<file path="src/design/wtsb_pkg.sv">
`timescale 1ns / 1ps
// Shared constants and types for the warp tile source bounds block.
package wtsb_pkg;
    localparam int POS_FRAC         = 16;
    localparam int IMAGE_DIM_MAX    = 4096;
    localparam int BUFFER_WORDS_DEF = 16384;
    localparam int NUM_W            = 49;
    localparam int DEN_W            = 48;
    localparam int QUOT_W           = 42;
    localparam int QBITS            = 41;

    typedef enum logic [2:0] {
        REG_ROW0    = 3'd0,
        REG_ROW1    = 3'd1,
        REG_ROW2    = 3'd2,
        REG_OFFS_XY = 3'd3,
        REG_OFFS_W  = 3'd4,
        REG_SRC_ROWS = 3'd5,
        REG_SRC_COLS = 3'd6,
        REG_QSHIFTS = 3'd7
    } t_cfg_idx;
endpackage

</file>
<file path="src/design/wtsb_div.sv">
`timescale 1ns / 1ps
// Iterative signed Q.16 divider, one quotient bit per cycle, floor rounding, saturated.
module wtsb_div (
    input  logic                                    i_clk,
    input  logic                                    i_rst_n,
    input  logic                                    i_start,
    input  logic signed [wtsb_pkg::NUM_W-1:0]       i_num,
    input  logic        [wtsb_pkg::DEN_W-1:0]       i_den,
    output logic                                    o_done,
    output logic signed [wtsb_pkg::QUOT_W-1:0]      o_quot
);
    localparam int NW = wtsb_pkg::NUM_W;
    localparam int DW = wtsb_pkg::DEN_W;
    localparam int QW = wtsb_pkg::QUOT_W;
    localparam int QB = wtsb_pkg::QBITS;
    localparam int PF = wtsb_pkg::POS_FRAC;
    localparam int HI = NW - (QB - PF);

    typedef enum logic [3:0] {
        D_IDLE = 4'b0001,
        D_PREP = 4'b0010,
        D_ITER = 4'b0100,
        D_FIX  = 4'b1000
    } t_dstate;

    t_dstate                r_state;
    logic signed [NW-1:0]   r_num;
    logic        [DW-1:0]   r_den;
    logic                   r_neg;
    logic                   r_sat;
    logic        [NW-1:0]   r_rem;
    logic        [QB-1:0]   r_q;
    logic        [5:0]      r_cnt;
    logic                   r_done;
    logic signed [QW-1:0]   r_quot;

    logic        [NW-1:0]   n_mag;
    logic        [NW-1:0]   n_trial;
    logic                   n_bit;
    logic        [QW-1:0]   n_qadj;
    logic        [QW-1:0]   n_qsat;

    always_comb begin
        n_mag   = r_num[NW-1] ? NW'(-r_num) : NW'(r_num);
        n_trial = {r_rem[NW-2:0], r_q[QB-1]};
        n_bit   = n_trial >= {1'b0, r_den};
        n_qadj  = QW'(r_q) + QW'(r_neg && (r_rem != '0));
        if (r_sat || n_qadj > (QW'(1) << (QB - 1))) begin
            n_qsat = QW'(1) << (QB - 1);
        end else begin
            n_qsat = n_qadj;
        end
    end

    always_ff @(posedge i_clk) begin
        if (!i_rst_n) begin
            r_state <= D_IDLE;
            r_done  <= 1'b0;
        end else begin
            r_done <= (r_state == D_FIX);
            case (r_state)
                D_IDLE: begin
                    if (i_start) begin
                        r_num   <= i_num;
                        r_den   <= i_den;
                        r_state <= D_PREP;
                    end
                end
                D_PREP: begin
                    r_neg <= r_num[NW-1];
                    r_sat <= {{(DW-(NW-HI)){1'b0}}, n_mag[NW-1:HI]} >= r_den;
                    r_cnt <= 6'(QB - 1);
                    if ({{(DW-(NW-HI)){1'b0}}, n_mag[NW-1:HI]} >= r_den) begin
                        r_rem   <= '0;
                        r_q     <= '0;
                        r_state <= D_FIX;
                    end else begin
                        r_rem   <= NW'(n_mag[NW-1:HI]);
                        r_q     <= {n_mag[HI-1:0], {(PF+1){1'b0}}};
                        r_state <= D_ITER;
                    end
                end
                D_ITER: begin
                    r_rem <= n_bit ? (n_trial - {1'b0, r_den}) : n_trial;
                    r_q   <= {r_q[QB-2:0], n_bit};
                    r_cnt <= r_cnt - 6'd1;
                    if (r_cnt == 6'd1) begin
                        r_state <= D_FIX;
                    end
                end
                D_FIX: begin
                    r_quot  <= r_neg ? -$signed(n_qsat) : $signed(n_qsat);
                    r_state <= D_IDLE;
                end
                default: r_state <= D_IDLE;
            endcase
        end
    end

    assign o_done = r_done;
    assign o_quot = r_quot;
endmodule

</file>
<file path="src/design/warp_tile_source_bounds_core.sv">
`timescale 1ns / 1ps
// Top level: projects tile corners through a homography and forms the source bounding box.
// From input accept to output valid: four corners of six
// multiply-accumulate steps and two divisions on the shared divider,
// then box, area and output stages. No new tile is taken until the last
// is loaded into the output word; a stalled output word holds the last stage.
// A tile whose corner has w <= 0 skips that corner's divisions and finishes sooner.
// Reset (synchronous, active low) loads register defaults and sets the running area to 1.
module warp_tile_source_bounds_core #(
    parameter int BUFFER_WORDS = wtsb_pkg::BUFFER_WORDS_DEF
) (
    input  logic         i_clk,
    input  logic         i_rst_n,
    input  logic         s_axis_tvalid,
    output logic         s_axis_tready,
    // tile_row_start[11:0], tile_col_start[23:12], tile_rows[36:24], tile_cols[49:37]
    input  logic [55:0]  s_axis_tdata,
    // start_of_plan[0]
    input  logic         s_axis_tuser,
    output logic         m_axis_tvalid,
    input  logic         m_axis_tready,
    // src_row_start[11:0], src_col_start[23:12], src_rows[36:24], src_cols[49:37],
    // src_area[74:50], largest_area[99:75]
    output logic [103:0] m_axis_tdata,
    // too_big[0], bad_divisor[1]
    output logic [1:0]   m_axis_tuser,
    input  logic         i_cfg_valid,
    output logic         o_cfg_ready,
    input  logic [2:0]   i_cfg_index,
    input  logic [63:0]  i_cfg_data
);
    localparam int NW = wtsb_pkg::NUM_W;
    localparam int DW = wtsb_pkg::DEN_W;
    localparam int QW = wtsb_pkg::QUOT_W;
    localparam int PF = wtsb_pkg::POS_FRAC;

    typedef enum logic [5:0] {
        S_IDLE = 6'b000001,
        S_MAC  = 6'b000010,
        S_DIV  = 6'b000100,
        S_BOX  = 6'b001000,
        S_AREA = 6'b010000,
        S_DONE = 6'b100000
    } t_state;

    typedef struct packed {
        logic [11:0] start;
        logic [12:0] span;
    } t_axis;

    function automatic logic [12:0] eff_dim(input logic [12:0] v);
        if (v == 13'd0) return 13'd1;
        if (v > 13'(wtsb_pkg::IMAGE_DIM_MAX)) return 13'(wtsb_pkg::IMAGE_DIM_MAX);
        return v;
    endfunction

    function automatic t_axis axis_box(input logic signed [QW-1:0] lo,
                                       input logic signed [QW-1:0] hi,
                                       input logic [12:0] dim,
                                       input logic [3:0] qsh);
        logic signed [QW:0] lom;
        logic signed [QW:0] top;
        logic [27:0] m;
        logic [27:0] mx;
        logic [15:0] qmask;
        logic [15:0] s;
        logic [15:0] e;
        t_axis r;
        top   = (QW+1)'(dim - 13'd1) <<< PF;
        lom   = (QW+1)'(lo) - ((QW+1)'(1) <<< PF);
        qmask = (16'd1 << qsh) - 16'd1;
        if (lom < 0) m = '0;
        else if (lom > top) m = 28'(top);
        else m = 28'(lom);
        if (hi < 0) mx = '0;
        else if ((QW+1)'(hi) > top) mx = 28'(top);
        else mx = 28'(hi);
        s = 16'((m + 28'hFFFF) >> PF);
        e = 16'(mx >> PF) + 16'd1;
        s = s & ~qmask;
        e = e | qmask;
        if (e > 16'(dim - 13'd1)) e = 16'(dim - 13'd1);
        r.start = s[11:0];
        r.span  = 13'(e - s + 16'd1);
        return r;
    endfunction

    t_state               r_state;
    logic [63:0]          r_row0, r_row1, r_row2, r_offs;
    logic [31:0]          r_offw;
    logic [12:0]          r_srows, r_scols;
    logic [7:0]           r_qsh;
    logic [24:0]          r_max;
    logic                 r_sop;
    logic [11:0]          r_r0, r_k0;
    logic [12:0]          r_tr, r_tc;
    logic [1:0]           r_corner;
    logic [2:0]           r_step;
    logic signed [NW-1:0] r_acc;
    logic [DW-1:0]        r_w;
    logic                 r_bad;
    logic signed [QW-1:0] r_xlo, r_xhi, r_ylo, r_yhi;
    t_axis                r_rbox, r_cbox;
    logic [24:0]          r_area;
    logic                 r_oval;
    logic [103:0]         r_odata;
    logic [1:0]           r_ouser;
    logic                 r_div_start;

    logic [13:0]          n_u, n_v, n_a;
    logic signed [31:0]   n_b, n_off;
    logic signed [46:0]   n_prod;
    logic signed [NW-1:0] n_base, n_acc;
    logic                 div_done;
    logic signed [QW-1:0] div_quot;
    logic [24:0]          n_cur, n_max;
    logic                 n_load;

    always_comb begin
        n_u = 14'(r_k0) + (r_corner[1] ? 14'(r_tc) : 14'd0);
        n_v = 14'(r_r0) + (r_corner[0] ? 14'(r_tr) : 14'd0);
        n_a = r_step[0] ? n_v : n_u;
        case (r_step)
            3'd0: begin n_b = r_row2[63:32]; n_off = r_offw;          end
            3'd1: begin n_b = r_row2[31:0];  n_off = r_offw;          end
            3'd2: begin n_b = r_row0[63:32]; n_off = r_offs[63:32];   end
            3'd3: begin n_b = r_row0[31:0];  n_off = r_offs[63:32];   end
            3'd4: begin n_b = r_row1[63:32]; n_off = r_offs[31:0];    end
            3'd5: begin n_b = r_row1[31:0];  n_off = r_offs[31:0];    end
            default: begin n_b = '0; n_off = '0; end
        endcase
        n_prod = $signed({1'b0, n_a}) * n_b;
        n_base = r_step[0] ? r_acc : NW'(n_off);
        n_acc  = n_base + NW'(n_prod);
        n_cur  = r_sop ? 25'd1 : r_max;
        n_max  = (r_area > n_cur) ? r_area : n_cur;
        n_load = (r_state == S_DONE) && (!r_oval || m_axis_tready);
    end

    wtsb_div u_div (
        .i_clk   (i_clk),
        .i_rst_n (i_rst_n),
        .i_start (r_div_start),
        .i_num   (r_acc),
        .i_den   (r_w),
        .o_done  (div_done),
        .o_quot  (div_quot)
    );

    always_ff @(posedge i_clk) begin
        if (!i_rst_n) begin
            r_row0  <= 64'd281474976710656;
            r_row1  <= 64'd65536;
            r_row2  <= '0;
            r_offs  <= '0;
            r_offw  <= 32'd65536;
            r_srows <= 13'd4096;
            r_scols <= 13'd4096;
            r_qsh   <= 8'd112;
        end else if (i_cfg_valid) begin
            case (wtsb_pkg::t_cfg_idx'(i_cfg_index))
                wtsb_pkg::REG_ROW0:     r_row0  <= i_cfg_data;
                wtsb_pkg::REG_ROW1:     r_row1  <= i_cfg_data;
                wtsb_pkg::REG_ROW2:     r_row2  <= i_cfg_data;
                wtsb_pkg::REG_OFFS_XY:  r_offs  <= i_cfg_data;
                wtsb_pkg::REG_OFFS_W:   r_offw  <= i_cfg_data[31:0];
                wtsb_pkg::REG_SRC_ROWS: r_srows <= i_cfg_data[12:0];
                wtsb_pkg::REG_SRC_COLS: r_scols <= i_cfg_data[12:0];
                wtsb_pkg::REG_QSHIFTS:  r_qsh   <= i_cfg_data[7:0];
                default: ;
            endcase
        end
    end

    always_ff @(posedge i_clk) begin
        if (!i_rst_n) begin
            r_state     <= S_IDLE;
            r_max       <= 25'd1;
            r_oval      <= 1'b0;
            r_div_start <= 1'b0;
        end else begin
            r_div_start <= (r_state == S_MAC) && (r_step == 3'd3 || r_step == 3'd5);
            if (r_oval && m_axis_tready && !n_load) r_oval <= 1'b0;
            case (r_state)
                S_IDLE: begin
                    if (s_axis_tvalid) begin
                        r_sop    <= s_axis_tuser;
                        r_r0     <= s_axis_tdata[11:0];
                        r_k0     <= s_axis_tdata[23:12];
                        r_tr     <= s_axis_tdata[36:24];
                        r_tc     <= s_axis_tdata[49:37];
                        r_corner <= 2'd0;
                        r_step   <= 3'd0;
                        r_bad    <= 1'b0;
                        r_xlo    <= '0;
                        r_xhi    <= '0;
                        r_ylo    <= '0;
                        r_yhi    <= '0;
                        r_state  <= S_MAC;
                    end
                end
                S_MAC: begin
                    r_acc <= n_acc;
                    if (r_step == 3'd1) begin
                        if (n_acc <= 0) begin
                            r_bad  <= 1'b1;
                            r_step <= 3'd0;
                            if (r_corner == 2'd3) r_state <= S_BOX;
                            r_corner <= r_corner + 2'd1;
                        end else begin
                            r_w    <= DW'(n_acc);
                            r_step <= 3'd2;
                        end
                    end else if (r_step == 3'd3 || r_step == 3'd5) begin
                        r_step      <= r_step + 3'd1;
                        r_state     <= S_DIV;
                    end else begin
                        r_step <= r_step + 3'd1;
                    end
                end
                S_DIV: begin
                    if (div_done) begin
                        if (r_step == 3'd4) begin
                            if (r_corner == 2'd0 || div_quot < r_xlo) r_xlo <= div_quot;
                            if (r_corner == 2'd0 || div_quot > r_xhi) r_xhi <= div_quot;
                            r_state <= S_MAC;
                        end else begin
                            if (r_corner == 2'd0 || div_quot < r_ylo) r_ylo <= div_quot;
                            if (r_corner == 2'd0 || div_quot > r_yhi) r_yhi <= div_quot;
                            r_step   <= 3'd0;
                            r_corner <= r_corner + 2'd1;
                            r_state  <= (r_corner == 2'd3) ? S_BOX : S_MAC;
                        end
                    end
                end
                S_BOX: begin
                    if (r_bad) begin
                        r_rbox <= '{start: 12'd0, span: eff_dim(r_srows)};
                        r_cbox <= '{start: 12'd0, span: eff_dim(r_scols)};
                    end else begin
                        r_rbox <= axis_box(r_ylo, r_yhi, eff_dim(r_srows), r_qsh[3:0]);
                        r_cbox <= axis_box(r_xlo, r_xhi, eff_dim(r_scols), r_qsh[7:4]);
                    end
                    r_state <= S_AREA;
                end
                S_AREA: begin
                    r_area  <= 25'(r_rbox.span) * 25'(r_cbox.span);
                    r_state <= S_DONE;
                end
                S_DONE: begin
                    if (n_load) begin
                        r_max   <= n_max;
                        r_odata <= {4'd0, n_max, r_area, r_cbox.span, r_rbox.span,
                                    r_cbox.start, r_rbox.start};
                        r_ouser <= {r_bad, r_area > 25'(BUFFER_WORDS)};
                        r_oval  <= 1'b1;
                        r_state <= S_IDLE;
                    end
                end
                default: r_state <= S_IDLE;
            endcase
        end
    end

    assign s_axis_tready = (r_state == S_IDLE);
    assign o_cfg_ready   = 1'b1;
    assign m_axis_tvalid = r_oval;
    assign m_axis_tdata  = r_odata;
    assign m_axis_tuser  = r_ouser;
endmodule

</file>
<file path="config.mk">
export PLATFORM = sky130hd
export DESIGN_NAME = warp_tile_source_bounds_core
export DESIGN_NICKNAME = d
export VERILOG_FILES = /design/src/design/wtsb_pkg.sv /design/src/design/wtsb_div.sv /design/src/design/warp_tile_source_bounds_core.sv
export SDC_FILE = /design/constraint.sdc
export NUM_CORES = 2
export LEC_CHECK = 0
export ABC_AREA = 1
export BUFFER_PORTS_ARGS = -buffer_cell sky130_fd_sc_hd__buf_4
export CORE_MARGIN = 2
export CORE_UTILIZATION = 64
export DETAILED_ROUTE_END_ITERATION = 8
export PLACE_DENSITY = 0.86
export SYNTH_ARGS = -nofsm -noshare
export SYNTH_HDL_FRONTEND = slang
export SYNTH_HIERARCHICAL = 1
export SYNTH_SLANG_ARGS = --single-unit
</file>
<file path="constraint.sdc">
create_clock -name i_clk -period 12.2 [get_ports i_clk]
set_input_delay 1.83 -clock i_clk [delete_from_list [all_inputs] [get_ports i_clk]]
set_output_delay 1.83 -clock i_clk [all_outputs]
set_load 0.01 [all_outputs]
</file>
==> flow_summary.yaml <==
drt:
  drtIter0Drc: 8045
  num_vias: 71500
  vias_per_cell: 5.99
  wl_per_cell_um: 20.8
  drtAntennaViolNets: 0
  dr.pass1.iters: 9
  wl_um: 248000
  drc: 3
floorplan:
  die_area_sq_mm: 0.134
  start_util_pct: 64.6
  ioPinCount: 238
  die_h_um: 366
  fp-row-count: 132
  core_area_sq_mm: 0.130
  die_x_um: 366
yosys:
  muxShareOfSynthArea_pct: 0
  avgSynthCellArea_sq_um: 8.48
  yosys_warnings: 6
  synthArstFlopShare_pct: 0
  synth_edf_count: 736
  synth_seq_cells: 1096
  synth.cell_area_sq_mm: 0.0837
  yosysSeqAreaShare_pct: 35.0
  syn-instance-count: 9876
  synth_xor_area_share_pct: 2.87
  yosys.area_share.simple_pct: 18.8
  synth_top_family_by_area: "adder cells"
  synth_ff_type: "edfxtp_1"
  synth_compound_area_share_pct: 10.5
  yosys.cell_types.count: 72
  synthAdderAreaFrac_pct: 24.1
grt:
  grt_pass1_vias: 71700
  grt.overflow.total: 0
  grt_usage_pct: 37.2
  grt_max_degree: 143
  antenna_found_initial: 9
  grt_pass1_wl_um: 385000
timing:
  whs_ns: 0.404
  setup_slack_ns: 0.648
  finalHoldViolations: 0
  grt_setup_unrepaired: "false"
  clock_skew_ns: 0.0592
  tightest_slew_ns: 1.23
  max_freq_mhz: 86.6
  slew_viol_final: 0
  min_period_ns: 11.55
  maxSlewHeadroom_pct: 18.1
  setup_tns_ns: 0
  final.period_utilization_pct: 94.7
  finalSetupViolCount: 0
finish:
  nNetsFinal: 11500
  final_common_cell: "nand2_1"
  mostFrequentLayoutCells: "1742 x nand2_1, 1559 x inv_1, 1206 x nor2_1"
  area_growth_pct: 9.39
  drive_above_1_share_pct: 7.16
  finalNonFillerCells: 11900
  final_core_util_pct: 70.6
cts:
  clock_tree.buffer_depth: 3
  cts_tree: "yes"
  h-tree-depth: 3
  cts_sinks: 1096
  ctsHoldBuffers: 0
  insertion_delay_ns: 0.78
  cts.reportedPaths.clkPinSlew_ns: 0.06
  clockRootBuffer: "clkbuf_16"
  cts_buffers: 111
placed_design:
  dpl.hpwl_um: 190000
  dp_slack_ns: 0.399
  io_buffers: 226
  placed_cells: 11700
  gp_congestion: 0.993
worst_setup_path:
  crit_top_cell: "nor2_1"
  critPathSlowestCell: "fa_1"
  reg2reg_depth: 55
  reg2reg_setup_slack_ns: 0.65
  reg2reg_from: "r_corner[0]$_SDFFCE_PN0P_"
  critPathArrivalTime_ns: 11.98
  end_kind: "register"
  timing.rr.end: "r_w[44]$_DFFE_PP_"
  critPathKind: "register to register"
  cp.buffers_inverters: 15
  required_ns: 12.63
  crit_family: "adder cells"
  cp_max_fo: 48
  critical_path.max_stage_delay_ns: 0.57
  crit_path_start_kind: "register"
  crit_start: "r_corner[0]$_SDFFCE_PN0P_"
power_and_ir_drop:
  ir_drop_mv: 0.391
  power_density_mw_per_mm2: 180
  p_leak_nw: 40.1
hold_path:
  worstHoldStart: "r_cbox[16]$_SDFFCE_PP0P_"
  hold_path_class: "register to register"
  min_to: "m_axis_tdata[15]$_DFFE_PP_"
  whs_path_depth: 0
job:
  cap_viol_max_count: 0
status:
  violations: "design-rule violations"
  status: "finished, violations left"
==> state kept, by name, summed over array words and instances (netlist names), 32 cells and up <==
signal        cells
r_offw           32
r_acc            49
r_ylo            42
u_div/o_quot     42
u_div/r_q        41
m_axis_tdata    100
u_div/r_den      48
r_row2           64
r_row1           64
r_w              48
u_div/r_num      49
r_row0           64
r_xlo            42
r_yhi            42
r_xhi            42
r_offs           64
u_div/r_rem      49
==> synthesized netlist by cell type, drive strengths merged (146+ instances only) <==
library cell | count | area [sq um]
a21oi | 553 | 2790
clkbuf | 277 | 1040
dfxtp | 360 | 7210
edfxtp | 736 | 22100
fa | 588 | 11800
ha | 670 | 8380
inv | 1581 | 5930
nand2 | 1794 | 6910
nand3 | 313 | 1680
nand4 | 146 | 926
nor2 | 1256 | 4880
o21ai | 743 | 3730
xor2 | 191 | 1680
==> worst max path at each step <==
stage | to | slack, ns | cells after the start
finish | r_w[44]$_DFFE_PP_ | 0.65 | 55
floorplan | r_w[0]$_DFFE_PP_ | 0.91 | 53
global placement | r_w[43]$_DFFE_PP_ | 0.78 | 52
global route | r_w[45]$_DFFE_PP_ | 0.07 | 55
detailed placement | r_w[46]$_DFFE_PP_ | 0.40 | 52
CTS | r_w[45]$_DFFE_PP_ | 0.30 | 52
==> what timing repair did <==
action,4_1_cts,5_1_grt
hold endpoints to repair,0,0
gates resized for setup,0,8
setup buffers,0,9
setup endpoints to repair,0,56
==> per-stage QoR <==
| stage | instance area, sq um | power [mW] |
|---|---|---|
| final | 91600 | 16.5 |
| after global routing | 91600 | 17.5 |
| after CTS | 91400 | 16.3 |
| after detailed placement | 87600 | 12.7 |
| after global placement | 87600 | 12.5 |
| after floorplan | 84000 | 10.3 |
==> per-layer routing <==
metal | vias up | global-route usage [%] | share of wire (%)
met5 | - | 0.726 | 0.067
met4 | 8 | 22.6 | 6.8
met3 | 1026 | 7.45 | 9.7
met2 | 3910 | 61.1 | 47
met1 | 34000 | 45.4 | 37
li1 | 32600 | - | -
==> report_power, final <==
| group | switching (mW) | internal [mW] | total (mW) |
|---|---|---|---|
| Sequential | 0.165 | 4.62 | 4.79 |
| Clock | 1.55 | 2.04 | 3.59 |
| Combinational | 5.46 | 2.64 | 8.09 |
| Total | 7.18 | 9.30 | 16.5 |
==> cell families (layout without fill, tap and decap cells) <==
logic type	count (synthesis)	after routing
flip-flops	1096	1096
other	2	71
XOR/XNOR	273	273
AO/OA/AOI/OAI	1603	1603
AND/OR/NAND/NOR	3732	3732
adder cells (fa/ha/maj)	1258	1258
buffers and inverters	1912	2160
==> layout make-up <==
type | count | area (sq um)
Antenna cell | 4 | 10.0
Clock buffer | 140 | 3020
Clock inverter | 68 | 792
Fill cell | 9692 | 38100
Inverter | 1601 | 6020
Multi-Input combinational cell | 6933 | 47600
Sequential cell | 1096 | 29300
Tap cell | 1742 | 2180
Timing Repair Buffer | 350 | 2680
Timing Repair inverter | 1 | 7.51
No activity file was read; power rests on OpenSTA's default activity.
